==> config.mk <==
export PLATFORM = sky130hd
export DESIGN_NAME = reliable_delivery_seq_ack_tracker_flat
export DESIGN_NICKNAME = d
export VERILOG_FILES = /design/src/hw/rtl/rdsat_pkg.sv /design/src/hw/rtl/rdsat_if.sv /design/src/hw/rtl/reliable_delivery_seq_ack_tracker.sv /design/src/flat_wrapper.sv
export SDC_FILE = /design/constraint.sdc
export NUM_CORES = 2
export LEC_CHECK = 0
export BUFFER_PORTS_ARGS = -buffer_cell sky130_fd_sc_hd__buf_4
export CAP_MARGIN = 20
export CELL_PAD_IN_SITES_DETAIL_PLACEMENT = 0
export CELL_PAD_IN_SITES_GLOBAL_PLACEMENT = 1
export CORE_UTILIZATION = 50
export DETAILED_ROUTE_END_ITERATION = 10
export HOLD_SLACK_MARGIN = 0.03
export PLACE_DENSITY_LB_ADDON = 0.08
export SYNTH_ARGS = -nofsm -noshare
export SYNTH_HDL_FRONTEND = slang
export SYNTH_SLANG_ARGS = --single-unit
==> constraint.sdc <==
create_clock -name clk -period 8 [get_ports clk]
set_input_delay 0.8 -clock clk [delete_from_list [all_inputs] [get_ports clk]]
set_output_delay 0.8 -clock clk [all_outputs]
set_load 0.1 [all_outputs]
==> src/hw/rtl/rdsat_pkg.sv <==
// rdsat_pkg: shared types and constants of the reliable delivery tracker
// holds field widths, action and result codes and the sequencer state type
// no dependencies
package rdsat_pkg;

	// fixed field widths
	localparam int ACTION_W    = 3;
	localparam int SEQ_IN_W    = 32;
	localparam int KIND_W      = 4;
	localparam int TIME_W      = 32;
	localparam int TIMEOUT_W   = 16;

	// timeout register value after reset
	localparam logic [TIMEOUT_W-1:0] TIMEOUT_RESET = 16'd5;

	// cap on results produced by one tick or one drain
	localparam int MAX_RESULTS = 16;
	localparam int RES_CNT_W   = $clog2(MAX_RESULTS + 1);

	// action codes
	typedef enum logic [ACTION_W-1:0] {
		ACT_SEND  = 3'd0,
		ACT_RECV  = 3'd1,
		ACT_ACK   = 3'd2,
		ACT_TICK  = 3'd3,
		ACT_DRAIN = 3'd4,
		ACT_CLEAR = 3'd5
	} action_t;

	// result codes
	typedef enum logic [KIND_W-1:0] {
		RK_ASSIGNED   = 4'd0,
		RK_ACCEPTED   = 4'd1,
		RK_STALE      = 4'd2,
		RK_DELIVERED  = 4'd3,
		RK_UNKNOWN    = 4'd4,
		RK_TIMED_OUT  = 4'd5,
		RK_ACK_OUT    = 4'd6,
		RK_TABLE_FULL = 4'd7,
		RK_QUEUE_FULL = 4'd8
	} kind_t;

	// sequencer states
	typedef enum logic [3:0] {
		ST_IDLE,
		ST_RECV,
		ST_SEND,
		ST_ACK_RD,
		ST_ACK_CMP,
		ST_TICK_RD,
		ST_TICK_AGE,
		ST_TICK_CMP,
		ST_DRAIN_RD,
		ST_DRAIN_OUT,
		ST_FLUSH
	} state_t;

endpackage

==> src/hw/rtl/rdsat_if.sv <==
// rdsat channel interfaces: command, result and configuration write channels
// each carries valid, ready and its payload, with source and sink modports
// depends on rdsat_pkg for field widths

// command channel
interface rdsat_cmd_if;
	logic                               valid;
	logic                               ready;
	logic [rdsat_pkg::ACTION_W-1:0]     action;
	logic [rdsat_pkg::SEQ_IN_W-1:0]     seq_number;

	modport source (output valid, output action, output seq_number, input ready);
	modport sink   (input valid, input action, input seq_number, output ready);
endinterface

// result channel
interface rdsat_res_if;
	logic                               valid;
	logic                               ready;
	logic [rdsat_pkg::KIND_W-1:0]       result_kind;
	logic [rdsat_pkg::SEQ_IN_W-1:0]     result_seq;
	logic                               last_of_run;

	modport source (output valid, output result_kind, output result_seq,
		output last_of_run, input ready);
	modport sink   (input valid, input result_kind, input result_seq,
		input last_of_run, output ready);
endinterface

// configuration write channel, timeout register only
interface rdsat_cfg_if;
	logic                               valid;
	logic                               ready;
	logic [rdsat_pkg::TIMEOUT_W-1:0]    data;

	modport source (output valid, output data, input ready);
	modport sink   (input valid, input data, output ready);
endinterface

==> src/hw/rtl/reliable_delivery_seq_ack_tracker.sv <==
// reliable_delivery_seq_ack_tracker: sequencer over one shared subtract/compare unit
// receive compares with the expected number; send scans for a free slot;
//   ack reads and compares each entry; tick also ages each entry; drain emits queued acks
// one transaction at a time: the next command is taken once the last result
//   has moved into the output register
// reset clears control, counters and pending valid bits; the memories need no clearing
module reliable_delivery_seq_ack_tracker #(
	parameter int PENDING_DEPTH = 16,
	parameter int ACK_DEPTH     = 16,
	parameter int SEQ_WIDTH     = 32
) (
	input  logic         clk,
	input  logic         arst_n,
	rdsat_cfg_if.sink    cfg,
	rdsat_cmd_if.sink    cmd,
	rdsat_res_if.source  res
);

	localparam int PIW = (PENDING_DEPTH > 1) ? $clog2(PENDING_DEPTH) : 1;
	localparam int AIW = (ACK_DEPTH > 1) ? $clog2(ACK_DEPTH) : 1;
	localparam int ACW = $clog2(ACK_DEPTH + 1);
	localparam int UW  = (SEQ_WIDTH > rdsat_pkg::TIME_W) ? SEQ_WIDTH : rdsat_pkg::TIME_W;
	localparam int RW  = rdsat_pkg::RES_CNT_W;
	localparam int TW  = rdsat_pkg::TIME_W;

	// sequencer state
	rdsat_pkg::state_t state_q, state_d;

	// architectural state
	logic [rdsat_pkg::TIMEOUT_W-1:0] timeout_q;
	logic [SEQ_WIDTH-1:0]            next_send_q;
	logic [SEQ_WIDTH-1:0]            next_exp_q;
	logic [TW-1:0]                   time_q;
	logic [PENDING_DEPTH-1:0]        valid_q;
	logic [AIW-1:0]                  head_q;
	logic [AIW-1:0]                  tail_q;
	logic [ACW-1:0]                  ack_count_q;

	// per-transaction registers
	logic [SEQ_WIDTH-1:0]            seq_q;
	logic [PIW-1:0]                  idx_q;
	logic [RW-1:0]                   nres_q;
	logic [RW-1:0]                   drain_left_q;
	logic [TW-1:0]                   age_q;

	// memories and their read registers
	logic [SEQ_WIDTH-1:0]            pend_seq_mem [PENDING_DEPTH];
	logic [TW-1:0]                   pend_time_mem [PENDING_DEPTH];
	logic [SEQ_WIDTH-1:0]            ack_mem [ACK_DEPTH];
	logic [SEQ_WIDTH-1:0]            rd_seq_q;
	logic [TW-1:0]                   rd_time_q;
	logic [SEQ_WIDTH-1:0]            q_rdata_q;

	// held result and output register
	logic                            hold_valid_q;
	rdsat_pkg::kind_t                hold_kind_q;
	logic [SEQ_WIDTH-1:0]            hold_seq_q;
	logic                            out_valid_q;
	rdsat_pkg::kind_t                out_kind_q;
	logic [SEQ_WIDTH-1:0]            out_seq_q;
	logic                            out_last_q;

	// shared unit
	logic [UW-1:0]                   u_a, u_b;
	logic [UW:0]                     u_diff;
	logic                            u_borrow, u_zero;

	// control
	logic                            cmd_ready;
	logic                            cmd_fire;
	logic                            emit_req, emit_ok, emit_fire, stall;
	rdsat_pkg::kind_t                emit_kind;
	logic [SEQ_WIDTH-1:0]            emit_seq;
	logic                            flush_req, out_free, push;
	logic                            pend_wr, pend_rd, valid_clr, idx_inc;
	logic                            q_wr, q_rd, q_pop, age_ld;
	logic                            idx_last, q_full, tick_hit, res_last;

	// status
	assign out_free  = !out_valid_q || res.ready;
	assign emit_ok   = !hold_valid_q || out_free;
	assign stall     = emit_req && !emit_ok;
	assign emit_fire = emit_req && emit_ok;
	assign idx_last  = (idx_q == PIW'(PENDING_DEPTH - 1));
	assign q_full    = (ack_count_q == ACW'(ACK_DEPTH));
	assign cmd_fire  = cmd.valid && cmd_ready;
	assign tick_hit  = valid_q[idx_q] && u_borrow;
	assign res_last  = (nres_q == RW'(rdsat_pkg::MAX_RESULTS - 1));

	// shared subtract/compare unit operand select
	always_comb begin
		u_a = '0;
		u_b = '0;
		case (state_q)
			rdsat_pkg::ST_RECV: begin
				u_a = UW'(seq_q);
				u_b = UW'(next_exp_q);
			end
			rdsat_pkg::ST_ACK_CMP: begin
				u_a = UW'(seq_q);
				u_b = UW'(rd_seq_q);
			end
			rdsat_pkg::ST_TICK_AGE: begin
				u_a = UW'(time_q);
				u_b = UW'(rd_time_q);
			end
			rdsat_pkg::ST_TICK_CMP: begin
				u_a = UW'(timeout_q);
				u_b = UW'(age_q);
			end
			default: begin
				u_a = '0;
				u_b = '0;
			end
		endcase
	end

	assign u_diff   = {1'b0, u_a} - {1'b0, u_b};
	assign u_borrow = u_diff[UW];
	assign u_zero   = (u_diff[UW-1:0] == '0);

	// sequencer outputs
	always_comb begin
		cmd_ready = 1'b0;
		emit_req  = 1'b0;
		emit_kind = rdsat_pkg::RK_ASSIGNED;
		emit_seq  = '0;
		flush_req = 1'b0;
		pend_wr   = 1'b0;
		pend_rd   = 1'b0;
		valid_clr = 1'b0;
		idx_inc   = 1'b0;
		q_wr      = 1'b0;
		q_rd      = 1'b0;
		q_pop     = 1'b0;
		age_ld    = 1'b0;
		case (state_q)
			rdsat_pkg::ST_IDLE: begin
				cmd_ready = 1'b1;
			end
			rdsat_pkg::ST_RECV: begin
				emit_req = 1'b1;
				emit_seq = seq_q;
				if (u_borrow) begin
					emit_kind = rdsat_pkg::RK_STALE;
				end else if (q_full) begin
					emit_kind = rdsat_pkg::RK_QUEUE_FULL;
				end else begin
					emit_kind = rdsat_pkg::RK_ACCEPTED;
					q_wr      = emit_ok;
				end
			end
			rdsat_pkg::ST_SEND: begin
				if (!valid_q[idx_q]) begin
					emit_req  = 1'b1;
					emit_kind = rdsat_pkg::RK_ASSIGNED;
					emit_seq  = next_send_q;
					pend_wr   = emit_ok;
				end else if (idx_last) begin
					emit_req  = 1'b1;
					emit_kind = rdsat_pkg::RK_TABLE_FULL;
					emit_seq  = next_send_q;
				end else begin
					idx_inc = 1'b1;
				end
			end
			rdsat_pkg::ST_ACK_RD: begin
				pend_rd = 1'b1;
			end
			rdsat_pkg::ST_ACK_CMP: begin
				emit_seq = seq_q;
				if (valid_q[idx_q] && u_zero) begin
					emit_req  = 1'b1;
					emit_kind = rdsat_pkg::RK_DELIVERED;
					valid_clr = emit_ok;
				end else if (idx_last) begin
					emit_req  = 1'b1;
					emit_kind = rdsat_pkg::RK_UNKNOWN;
				end else begin
					idx_inc = 1'b1;
				end
			end
			rdsat_pkg::ST_TICK_RD: begin
				pend_rd = 1'b1;
			end
			rdsat_pkg::ST_TICK_AGE: begin
				age_ld = 1'b1;
			end
			rdsat_pkg::ST_TICK_CMP: begin
				emit_kind = rdsat_pkg::RK_TIMED_OUT;
				emit_seq  = rd_seq_q;
				if (tick_hit) begin
					emit_req  = 1'b1;
					valid_clr = emit_ok;
				end
				idx_inc = !(tick_hit && !emit_ok) && !idx_last && !(tick_hit && res_last);
			end
			rdsat_pkg::ST_DRAIN_RD: begin
				q_rd = (drain_left_q != '0);
			end
			rdsat_pkg::ST_DRAIN_OUT: begin
				emit_req  = 1'b1;
				emit_kind = rdsat_pkg::RK_ACK_OUT;
				emit_seq  = q_rdata_q;
				q_pop     = emit_ok;
			end
			rdsat_pkg::ST_FLUSH: begin
				flush_req = 1'b1;
			end
			default: begin
				cmd_ready = 1'b0;
			end
		endcase
	end

	// sequencer next state
	always_comb begin
		state_d = state_q;
		case (state_q)
			rdsat_pkg::ST_IDLE: begin
				if (cmd_fire) begin
					case (rdsat_pkg::action_t'(cmd.action))
						rdsat_pkg::ACT_SEND:  state_d = rdsat_pkg::ST_SEND;
						rdsat_pkg::ACT_RECV:  state_d = rdsat_pkg::ST_RECV;
						rdsat_pkg::ACT_ACK:   state_d = rdsat_pkg::ST_ACK_RD;
						rdsat_pkg::ACT_TICK:  state_d = rdsat_pkg::ST_TICK_RD;
						rdsat_pkg::ACT_DRAIN: state_d = rdsat_pkg::ST_DRAIN_RD;
						default:              state_d = rdsat_pkg::ST_IDLE;
					endcase
				end
			end
			rdsat_pkg::ST_RECV: begin
				if (!stall) state_d = rdsat_pkg::ST_FLUSH;
			end
			rdsat_pkg::ST_SEND: begin
				if (emit_fire) state_d = rdsat_pkg::ST_FLUSH;
			end
			rdsat_pkg::ST_ACK_RD: begin
				state_d = rdsat_pkg::ST_ACK_CMP;
			end
			rdsat_pkg::ST_ACK_CMP: begin
				if (emit_fire) begin
					state_d = rdsat_pkg::ST_FLUSH;
				end else if (!emit_req) begin
					state_d = rdsat_pkg::ST_ACK_RD;
				end
			end
			rdsat_pkg::ST_TICK_RD: begin
				state_d = rdsat_pkg::ST_TICK_AGE;
			end
			rdsat_pkg::ST_TICK_AGE: begin
				state_d = rdsat_pkg::ST_TICK_CMP;
			end
			rdsat_pkg::ST_TICK_CMP: begin
				if (!stall) begin
					if (idx_last || (tick_hit && res_last)) begin
						state_d = rdsat_pkg::ST_FLUSH;
					end else begin
						state_d = rdsat_pkg::ST_TICK_RD;
					end
				end
			end
			rdsat_pkg::ST_DRAIN_RD: begin
				if (drain_left_q == '0) begin
					state_d = rdsat_pkg::ST_FLUSH;
				end else begin
					state_d = rdsat_pkg::ST_DRAIN_OUT;
				end
			end
			rdsat_pkg::ST_DRAIN_OUT: begin
				if (!stall) state_d = rdsat_pkg::ST_DRAIN_RD;
			end
			rdsat_pkg::ST_FLUSH: begin
				if (!hold_valid_q || out_free) state_d = rdsat_pkg::ST_IDLE;
			end
			default: begin
				state_d = rdsat_pkg::ST_IDLE;
			end
		endcase
	end

	always_ff @(posedge clk or negedge arst_n) begin
		if (!arst_n) begin
			state_q <= rdsat_pkg::ST_IDLE;
		end else begin
			state_q <= state_d;
		end
	end

	// timeout register
	always_ff @(posedge clk or negedge arst_n) begin
		if (!arst_n) begin
			timeout_q <= rdsat_pkg::TIMEOUT_RESET;
		end else if (cfg.valid) begin
			timeout_q <= cfg.data;
		end
	end

	assign cfg.ready = 1'b1;

	// sender, receiver and time state
	always_ff @(posedge clk or negedge arst_n) begin
		if (!arst_n) begin
			next_send_q <= '0;
			next_exp_q  <= '0;
			time_q      <= '0;
			valid_q     <= '0;
			head_q      <= '0;
			tail_q      <= '0;
			ack_count_q <= '0;
		end else begin
			if (cmd_fire && (cmd.action == rdsat_pkg::ACT_CLEAR)) begin
				next_send_q <= '0;
				next_exp_q  <= '0;
				time_q      <= '0;
				valid_q     <= '0;
				head_q      <= '0;
				tail_q      <= '0;
				ack_count_q <= '0;
			end else begin
				if (cmd_fire && (cmd.action == rdsat_pkg::ACT_TICK)) begin
					time_q <= time_q + TW'(1);
				end
				if (pend_wr) begin
					valid_q[idx_q] <= 1'b1;
					next_send_q    <= next_send_q + SEQ_WIDTH'(1);
				end
				if (valid_clr) begin
					valid_q[idx_q] <= 1'b0;
				end
				if (q_wr) begin
					next_exp_q  <= seq_q + SEQ_WIDTH'(1);
					tail_q      <= (tail_q == AIW'(ACK_DEPTH - 1)) ? '0 : tail_q + AIW'(1);
					ack_count_q <= ack_count_q + ACW'(1);
				end
				if (q_pop) begin
					head_q      <= (head_q == AIW'(ACK_DEPTH - 1)) ? '0 : head_q + AIW'(1);
					ack_count_q <= ack_count_q - ACW'(1);
				end
			end
		end
	end

	// per-transaction counters
	always_ff @(posedge clk or negedge arst_n) begin
		if (!arst_n) begin
			idx_q        <= '0;
			nres_q       <= '0;
			drain_left_q <= '0;
		end else begin
			if (cmd_fire) begin
				idx_q  <= '0;
				nres_q <= '0;
				if (32'(ack_count_q) > rdsat_pkg::MAX_RESULTS) begin
					drain_left_q <= RW'(rdsat_pkg::MAX_RESULTS);
				end else begin
					drain_left_q <= RW'(ack_count_q);
				end
			end else begin
				if (idx_inc) idx_q <= idx_q + PIW'(1);
				if (emit_fire && (state_q == rdsat_pkg::ST_TICK_CMP)) nres_q <= nres_q + RW'(1);
				if (q_pop) drain_left_q <= drain_left_q - RW'(1);
			end
		end
	end

	// command payload and age registers
	always_ff @(posedge clk) begin
		if (cmd_fire) seq_q <= SEQ_WIDTH'(cmd.seq_number);
		if (age_ld) age_q <= u_diff[TW-1:0];
	end

	// pending table memories
	always_ff @(posedge clk) begin
		if (pend_wr) begin
			pend_seq_mem[idx_q]  <= next_send_q;
			pend_time_mem[idx_q] <= time_q;
		end
		if (pend_rd) begin
			rd_seq_q  <= pend_seq_mem[idx_q];
			rd_time_q <= pend_time_mem[idx_q];
		end
	end

	// ack queue memory
	always_ff @(posedge clk) begin
		if (q_wr) ack_mem[tail_q] <= seq_q;
		if (q_rd) q_rdata_q <= ack_mem[head_q];
	end

	// held result: the newest result waits until the next one or the end of the run
	assign push = hold_valid_q && ((emit_fire) || (flush_req && out_free));

	always_ff @(posedge clk or negedge arst_n) begin
		if (!arst_n) begin
			hold_valid_q <= 1'b0;
		end else if (emit_fire) begin
			hold_valid_q <= 1'b1;
		end else if (flush_req && out_free) begin
			hold_valid_q <= 1'b0;
		end
	end

	always_ff @(posedge clk) begin
		if (emit_fire) begin
			hold_kind_q <= emit_kind;
			hold_seq_q  <= emit_seq;
		end
	end

	// output register
	always_ff @(posedge clk or negedge arst_n) begin
		if (!arst_n) begin
			out_valid_q <= 1'b0;
		end else if (push) begin
			out_valid_q <= 1'b1;
		end else if (res.ready) begin
			out_valid_q <= 1'b0;
		end
	end

	always_ff @(posedge clk) begin
		if (push) begin
			out_kind_q <= hold_kind_q;
			out_seq_q  <= hold_seq_q;
			out_last_q <= flush_req;
		end
	end

	assign cmd.ready       = cmd_ready;
	assign res.valid       = out_valid_q;
	assign res.result_kind = out_kind_q;
	assign res.result_seq  = rdsat_pkg::SEQ_IN_W'(out_seq_q);
	assign res.last_of_run = out_last_q;

endmodule
==> src/flat_wrapper.sv <==
// flat-port wrapper written by rule: the top's interface ports become plain ports
module reliable_delivery_seq_ack_tracker_flat 
#(
	parameter int PENDING_DEPTH = 16,
	parameter int ACK_DEPTH     = 16,
	parameter int SEQ_WIDTH     = 32
)
  (clk, arst_n, cfg_valid, cfg_data, cfg_ready, cmd_valid, cmd_action, cmd_seq_number, cmd_ready, res_valid, res_result_kind, res_result_seq, res_last_of_run, res_ready);
  rdsat_cfg_if cfg_i ();
  rdsat_cmd_if cmd_i ();
  rdsat_res_if res_i ();
  input  logic clk;
  input  logic arst_n;
  input wire logic [$bits(cfg_i.valid)-1:0] cfg_valid;
  input wire logic [$bits(cfg_i.data)-1:0] cfg_data;
  output wire logic [$bits(cfg_i.ready)-1:0] cfg_ready;
  input wire logic [$bits(cmd_i.valid)-1:0] cmd_valid;
  input wire logic [$bits(cmd_i.action)-1:0] cmd_action;
  input wire logic [$bits(cmd_i.seq_number)-1:0] cmd_seq_number;
  output wire logic [$bits(cmd_i.ready)-1:0] cmd_ready;
  output wire logic [$bits(res_i.valid)-1:0] res_valid;
  output wire logic [$bits(res_i.result_kind)-1:0] res_result_kind;
  output wire logic [$bits(res_i.result_seq)-1:0] res_result_seq;
  output wire logic [$bits(res_i.last_of_run)-1:0] res_last_of_run;
  input wire logic [$bits(res_i.ready)-1:0] res_ready;
  assign cfg_i.valid = cfg_valid;
  assign cfg_i.data = cfg_data;
  assign cfg_ready = cfg_i.ready;
  assign cmd_i.valid = cmd_valid;
  assign cmd_i.action = cmd_action;
  assign cmd_i.seq_number = cmd_seq_number;
  assign cmd_ready = cmd_i.ready;
  assign res_valid = res_i.valid;
  assign res_result_kind = res_i.result_kind;
  assign res_result_seq = res_i.result_seq;
  assign res_last_of_run = res_i.last_of_run;
  assign res_i.ready = res_ready;
  reliable_delivery_seq_ack_tracker #(.PENDING_DEPTH(PENDING_DEPTH), .ACK_DEPTH(ACK_DEPTH), .SEQ_WIDTH(SEQ_WIDTH)) u_core (.clk(clk), .arst_n(arst_n), .cfg(cfg_i), .cmd(cmd_i), .res(res_i));
endmodule
# After elaboration in Yosys (flattened, before gate mapping)
# Memory sizes are Yosys's and may differ from the RTL's. A register that Yosys moved wholly into a read port is not among the register bits.
# Index checks and enable logic that the tools add are counted.
# totals
ramBits	1536
memories	3
reg_bits	298
wordCells	197
output_inout_bits	40
# classes
n_lt_le_gt_ge	3
n_reduce_logical	44
bitwise	3
eq_ne	27
addsub	11
muxes	85
# mem_list
memory	words	width	read_ports	rd_ports_with_merged_regs	write_ports	line_no	rtl
u_core.ack_mem	16	32	1	1	1	reliable_delivery_seq_ack_tracker.sv:49	logic [SEQ_WIDTH-1:0] ack_mem [ACK_DEPTH];
u_core.pend_seq_mem	16	32	1	1	1	reliable_delivery_seq_ack_tracker.sv:47	logic [SEQ_WIDTH-1:0] pend_seq_mem [PENDING_DEPTH];
u_core.pend_time_mem	16	32	1	1	1	reliable_delivery_seq_ack_tracker.sv:48	logic [TW-1:0] pend_time_mem [PENDING_DEPTH];
# ops
operator	n
$mux 32	8
$pmux 32 s4	2
$add 32x1->32 const B	3
$pmux 32 s3	1
$mux 4	21
$mux 16	4
$pmux 4 s11	1
$mux 5	8
$pmux 4 s5	2
$sub 32x32->33	1
$logic_not 32->1	1
$mux 1	30
$eq 4x4->1 const B	6
$reduce_bool 2->1	9
$and 16x16->16	1
$eq 4x3->1 const B	4
$not 16->16	1
$or 16x16->16	1
$logic_and 1x1->1	15
$add 4x1->4 const B	3
$add 5x1->5 const B	2
$sub 5x1->5 const B	2
$eq 4x2->1 const B	2
$reduce_and 7->1	1
other kinds (27)	44

# Longest topological paths before layout
# depth
word_depth	12
depth_mapped	22

# Least setup slack after synthesis
# No wires, ideal clock.
# synth_timing
path_kind	register to register
start	reg u_core.idx_q[0]
end	reg u_core.valid_q[15]
synth_period_minus_slack_ps	8471
arrival_time_ps	8370
slack_ps	-471
setup_ps	102
path_buffers	1
stages_incl_launch_ff	8
path_cell_list	dfrtp_1 > buf_2 > mux4_2 > a22oi_1 > nand2_1 > nor4_1 > o21ai_0 > a21oi_1
# synth_between
elab_chain_len	10
elab_cells_between_ends	21
# synth_rtl
element	line_no	rtl
from (decl)	reliable_delivery_seq_ack_tracker.sv:41	logic [PIW-1:0] idx_q;
from (signal assigned)	reliable_delivery_seq_ack_tracker.sv:360	if (idx_inc) idx_q <= idx_q + PIW'(1);
$lt 4x5->1 (not written as such) / $ge 4x1->1 (equally long branches)	reliable_delivery_seq_ack_tracker.sv:325, reliable_delivery_seq_ack_tracker.sv:329	
$logic_and 1x1->1 (not written as such)	reliable_delivery_seq_ack_tracker.sv:325, reliable_delivery_seq_ack_tracker.sv:329	
$mux 1 (not written as such)	reliable_delivery_seq_ack_tracker.sv:325, reliable_delivery_seq_ack_tracker.sv:329	
$demux 1 s4	-	
$or 16x16->16 (no source line)	-	
$mux 16	reliable_delivery_seq_ack_tracker.sv:324	if (pend_wr) begin
$mux 16	reliable_delivery_seq_ack_tracker.sv:312	if (cmd_fire && (cmd.action == rdsat_pkg::ACT_CLEAR)) begin
$and 16x16->16 (no source line)	-	
$mux 16 *	reliable_delivery_seq_ack_tracker.sv:328	if (valid_clr) begin
$mux 16 *	reliable_delivery_seq_ack_tracker.sv:312	
to (signal assigned)	reliable_delivery_seq_ack_tracker.sv:316	valid_q <= '0;
to (signal, indexed assignment)	reliable_delivery_seq_ack_tracker.sv:325	valid_q[idx_q] <= 1'b1;
to (signal, indexed assignment)	reliable_delivery_seq_ack_tracker.sv:329	valid_q[idx_q] <= 1'b0;
to (decl)	reliable_delivery_seq_ack_tracker.sv:34	logic [PENDING_DEPTH-1:0] valid_q;
# Every way passes the cells marked *; elsewhere a longest branch is shown, timed or not. The select of a mux whose other input is x is not followed.
# A chain may end at the register's enable or synchronous reset.

# Worst setup path in the final report
# layout_timing
start	reg u_core.state_q[3]
end	mem u_core.ack_mem[6][19], enable pin
# layout_between
elab_chain_len	8
elab_cells_between_ends	12
# layout_rtl
element	line_no	rtl
from (decl)	reliable_delivery_seq_ack_tracker.sv:27	rdsat_pkg::state_t state_q, state_d;
from (signal assigned)	reliable_delivery_seq_ack_tracker.sv:284	state_q <= rdsat_pkg::ST_IDLE;
from (signal assigned)	reliable_delivery_seq_ack_tracker.sv:286	state_q <= state_d;
$eq 4x1->1 / $eq 4x3->1 (equally long branches)	reliable_delivery_seq_ack_tracker.sv:94, reliable_delivery_seq_ack_tracker.sv:137	
$reduce_or 2->1 (no source line)	-	
$pmux 32 s3	reliable_delivery_seq_ack_tracker.sv:94	case (state_q)
$sub 32x32->33	reliable_delivery_seq_ack_tracker.sv:118	assign u_diff = {1'b0, u_a} - {1'b0, u_b};
$mux 1	reliable_delivery_seq_ack_tracker.sv:144	if (u_borrow) begin
$mux 1 *	reliable_delivery_seq_ack_tracker.sv:137	case (state_q)
$mux 1 *	reliable_delivery_seq_ack_tracker.sv:387	if (q_wr) ack_mem[tail_q] <= seq_q;
$mux 1 (not written as such) *	reliable_delivery_seq_ack_tracker.sv:387	
to (decl)	reliable_delivery_seq_ack_tracker.sv:49	
# Every way passes the cells marked *; elsewhere a longest branch is shown, timed or not.

==> reports/results.ini <==
[drt]
num_vias = 41000
dr.pass1.iters = 8
via_per_inst = 6.32
wire_per_inst_um = 32.2
ant_nets = 0
drtIter0Drc = 4602
post-route-drc-count = 0
routed_wirelength_mm = 209

[yosys]
synth_top_area_share_pct = 68.7
synth_edf_count = 1769
synth.net_count = 4229
yosysMostFrequentCell = edfxtp_1
synth_commonest_cells = edfxtp_1 (1769), mux4_2 (388), nand2_1 (208)
yosys.area.top_type = edfxtp_1
yosysWarnings = 0
synthesis.area_sq_mm = 0.0773
avgSynthCellArea_sq_um = 18.8
synth_ff_type = edfxtp_1
ys_ff_latch = 1930
synthArstFlopShare_pct = 8.34
synth.yosys.seq_area_share_pct = 73.9
postSynthCellCount = 4121
ys_types = 90
synthTopCellsByArea = edfxtp_1 (69%), mux4_2 (11%), dfrtp_1 (5.1%)

[global_route]
grt-busiest-layer = met1
antenna_found_initial = 7
grt.total_usage_pct = 26.9
grt_pass1_wl_mm = 299
use_met1_pct = 41.9
grt_max_degree = 140
use_met2_pct = 40.2
grt_pass1_vias = 40000
grt_overflow = 0
grtUsageMet3_pct = 4.59

[clocking]
cts_buffer_depth = 3
post_cts_buffers = 0
cts_buffers = 195
clkLatencyLatePin_ns = 0.82
tritoncts_num_sinks = 1930
cts_root_buf = clkbuf_16
htreeDepth = 4
cts.clk_slew.worst_paths_ns = 0.06
tritoncts = done

[setup_path]
cp-startpoint = u_core.state_q[3]$_DFFE_PN0P_
r2r_slack_ns = 0.92
regToRegStartpoint = u_core.state_q[3]$_DFFE_PN0P_
cp_max_fo = 34
cp.required_ns = 8.44
arrival_ns = 7.51
critPathCaptureType = flip-flop
worst-setup-path-type = flip-flop to flip-flop
startpoint_type = flip-flop

[timing]
period_share_pct = 88.5
relSlewSlack_pct = 20.8
skew_ns = 0.0374
rsz0062_at_grt = false
maxClockFrequency_ghz = 0.141
fin_crit_ns = 7.08
worst_slew_pin_slew_ns = 1.19
final.setup.tns_ns = 0
setup_viol = 0
fin_ws_ns = 0.922
hold_viol = 0
slew_violations = 0

[hold_path]
min_path_type = primary input to flip-flop
hp-start = cmd_seq_number[28]

[power]
vdd_drop_max_uv = 308
leakage_nw = 29.7
power_density_mw_per_mm2 = 351

[cells_and_area]
fill_cells = 11600
area_growth_pct = 12.8
drive_above_1_share_pct = 22.2
nNetsFinal = 4400
reg.largest.list = u_core.ack_mem: 512 flops, u_core.pend_seq_mem: 512 flops, u_core.pend_time_mem: 512 flops

[status]
status = completed

[placement]
routabilityCongestion = 0.927
place_ws_ns = 1.02
dpl.hpwl_mm = 127
io_buffers = 94

[die]
die_w_um = 395
dieArea_sq_mm = 0.156
initial_utilization_pct = 50.6
fp-row-count = 143
die_h_um = 395
floorplan.io_pins = 96
core-area_sq_mm = 0.153

[run]
timing.max_cap.violations = 0

critical path: stages (launching register included):
cell and delay (ns):
dfrtp_1 0.57, nand2b_1 0.33, nor2_4 0.79, buf_4 0.38, a222oi_1 0.09, a21boi_0 0.16, ha_1 0.53, nand2_1 0.15
o21ai_0 0.52, nand3_1 0.15, o21a_1 0.20, a31oi_1 0.27, a31oi_1 0.38, nor3b_1 0.72, and2_1 0.36, nand2_1 0.08
nor2_1 0.22, and2_2 0.74
per-stage QoR:
stage / utilization [%] / power [mW] / hold WS (ns) / area, sq um / instances
after floorplan: - / 18.9 / 0.400 / 77300 / 4121
after global placement: 53.0 / 21.9 / 0.404 / 81000 / 6122
after detailed placement: 53.0 / 21.9 / 0.405 / 81000 / 6122
after CTS: 57.1 / 30.8 / 0.110 / 87200 / 6485
after global routing: 57.1 / 31.8 / 0.122 / 87200 / 6487
final: 57.1 / 30.6 / 0.166 / 87200 / 6492
area by class of cell:
class | instances | area, sq um | share of cell area, %
antenna | 5 | 12.5 | 0.0143
clock buffer | 263 | 5380 | 6.17
clock inverter | 99 | 861 | 0.987
inverter | 30 | 113 | 0.129
multi-input combinational | 1943 | 19500 | 22.3
sequential | 1930 | 57200 | 65.5
tap | 2030 | 2540 | 2.91
timing repair buffer | 192 | 1710 | 1.96
layout by cell type (no fill, tap or decap), types with 25 or more instances in the layout:
master / synthesis / routed
inv_1: 29 / 29
ha_1: 50 / 50
mux2i_1: 113 / 113
and3_1: 35 / 30
clkinv_1: 1 / 37
or3_1: 26 / 25
clkbuf_16: 0 / 201
xnor2_1: 33 / 33
a221oi_1: 34 / 34
clkinv_2: 0 / 30
mux4_2: 388 / 388
clkbuf_1: 148 / 50
edfxtp_1: 1769 / 1769
a21boi_0: 33 / 33
a22oi_1: 65 / 65
nor2_1: 143 / 127
dfrtp_1: 159 / 152
a222oi_1: 33 / 33
a22o_1: 34 / 34
mux2_2: 48 / 48
a21oi_1: 95 / 94
xor2_1: 71 / 71
buf_4: 2 / 169
o21ai_0: 153 / 153
nand3_1: 92 / 92
nand2_1: 208 / 207
where the power goes:
part | leakage (nW) | total [mW] | switching [mW] | internal [mW]
clock network | 3.05 | 8.92 | 3.81 | 5.10
registers | 19.1 | 12.8 | 0.661 | 12.1
logic | 7.52 | 8.93 | 5.63 | 3.30
metal layers:
| layer | routed length, um | part of all wire (%) |
|---|---|---|
| met1 | 95100 | 46 |
| met2 | 95000 | 45 |
| met3 | 14900 | 7.1 |
| met4 | 3930 | 1.9 |
| met5 | 0 | 0 |
worst paths after layout:
path,to,cells after the start
max in group asynchronous,u_core.time_q[29]$_DFFE_PN0P_,3
min reg2reg,u_core.res.result_seq[7]$_DFFE_PP_,0
min in group asynchronous,u_core.timeout_q[7]$_DFFE_PN0P_,2
max reg2reg,u_core.ack_mem[6][19]$_DFFE_PP_,17
max,u_core.ack_mem[6][19]$_DFFE_PP_,17
min,u_core.seq_q[28]$_DFFE_PP_,1
kinds of logic after synthesis:
| group | Yosys count | share of synthesized area, % |
|---|---|---|
| AO/OA/AOI/OAI | 580 | 5.22 |
| multiplexers | 550 | 13.5 |
| other | 1 | 0.00485 |
| adder cells (fa/ha/maj) | 52 | 0.861 |
| XOR/XNOR | 104 | 1.18 |
| buffers and inverters | 248 | 1.25 |
| flip-flops | 1930 | 73.9 |
| AND/OR/NAND/NOR | 656 | 4.11 |
timing repair:
item,in CTS,in global routing
hold endpoints to repair,48,0
hold buffers,1,0
gates resized for setup,0,0
(Power assumes the default switching activity.)
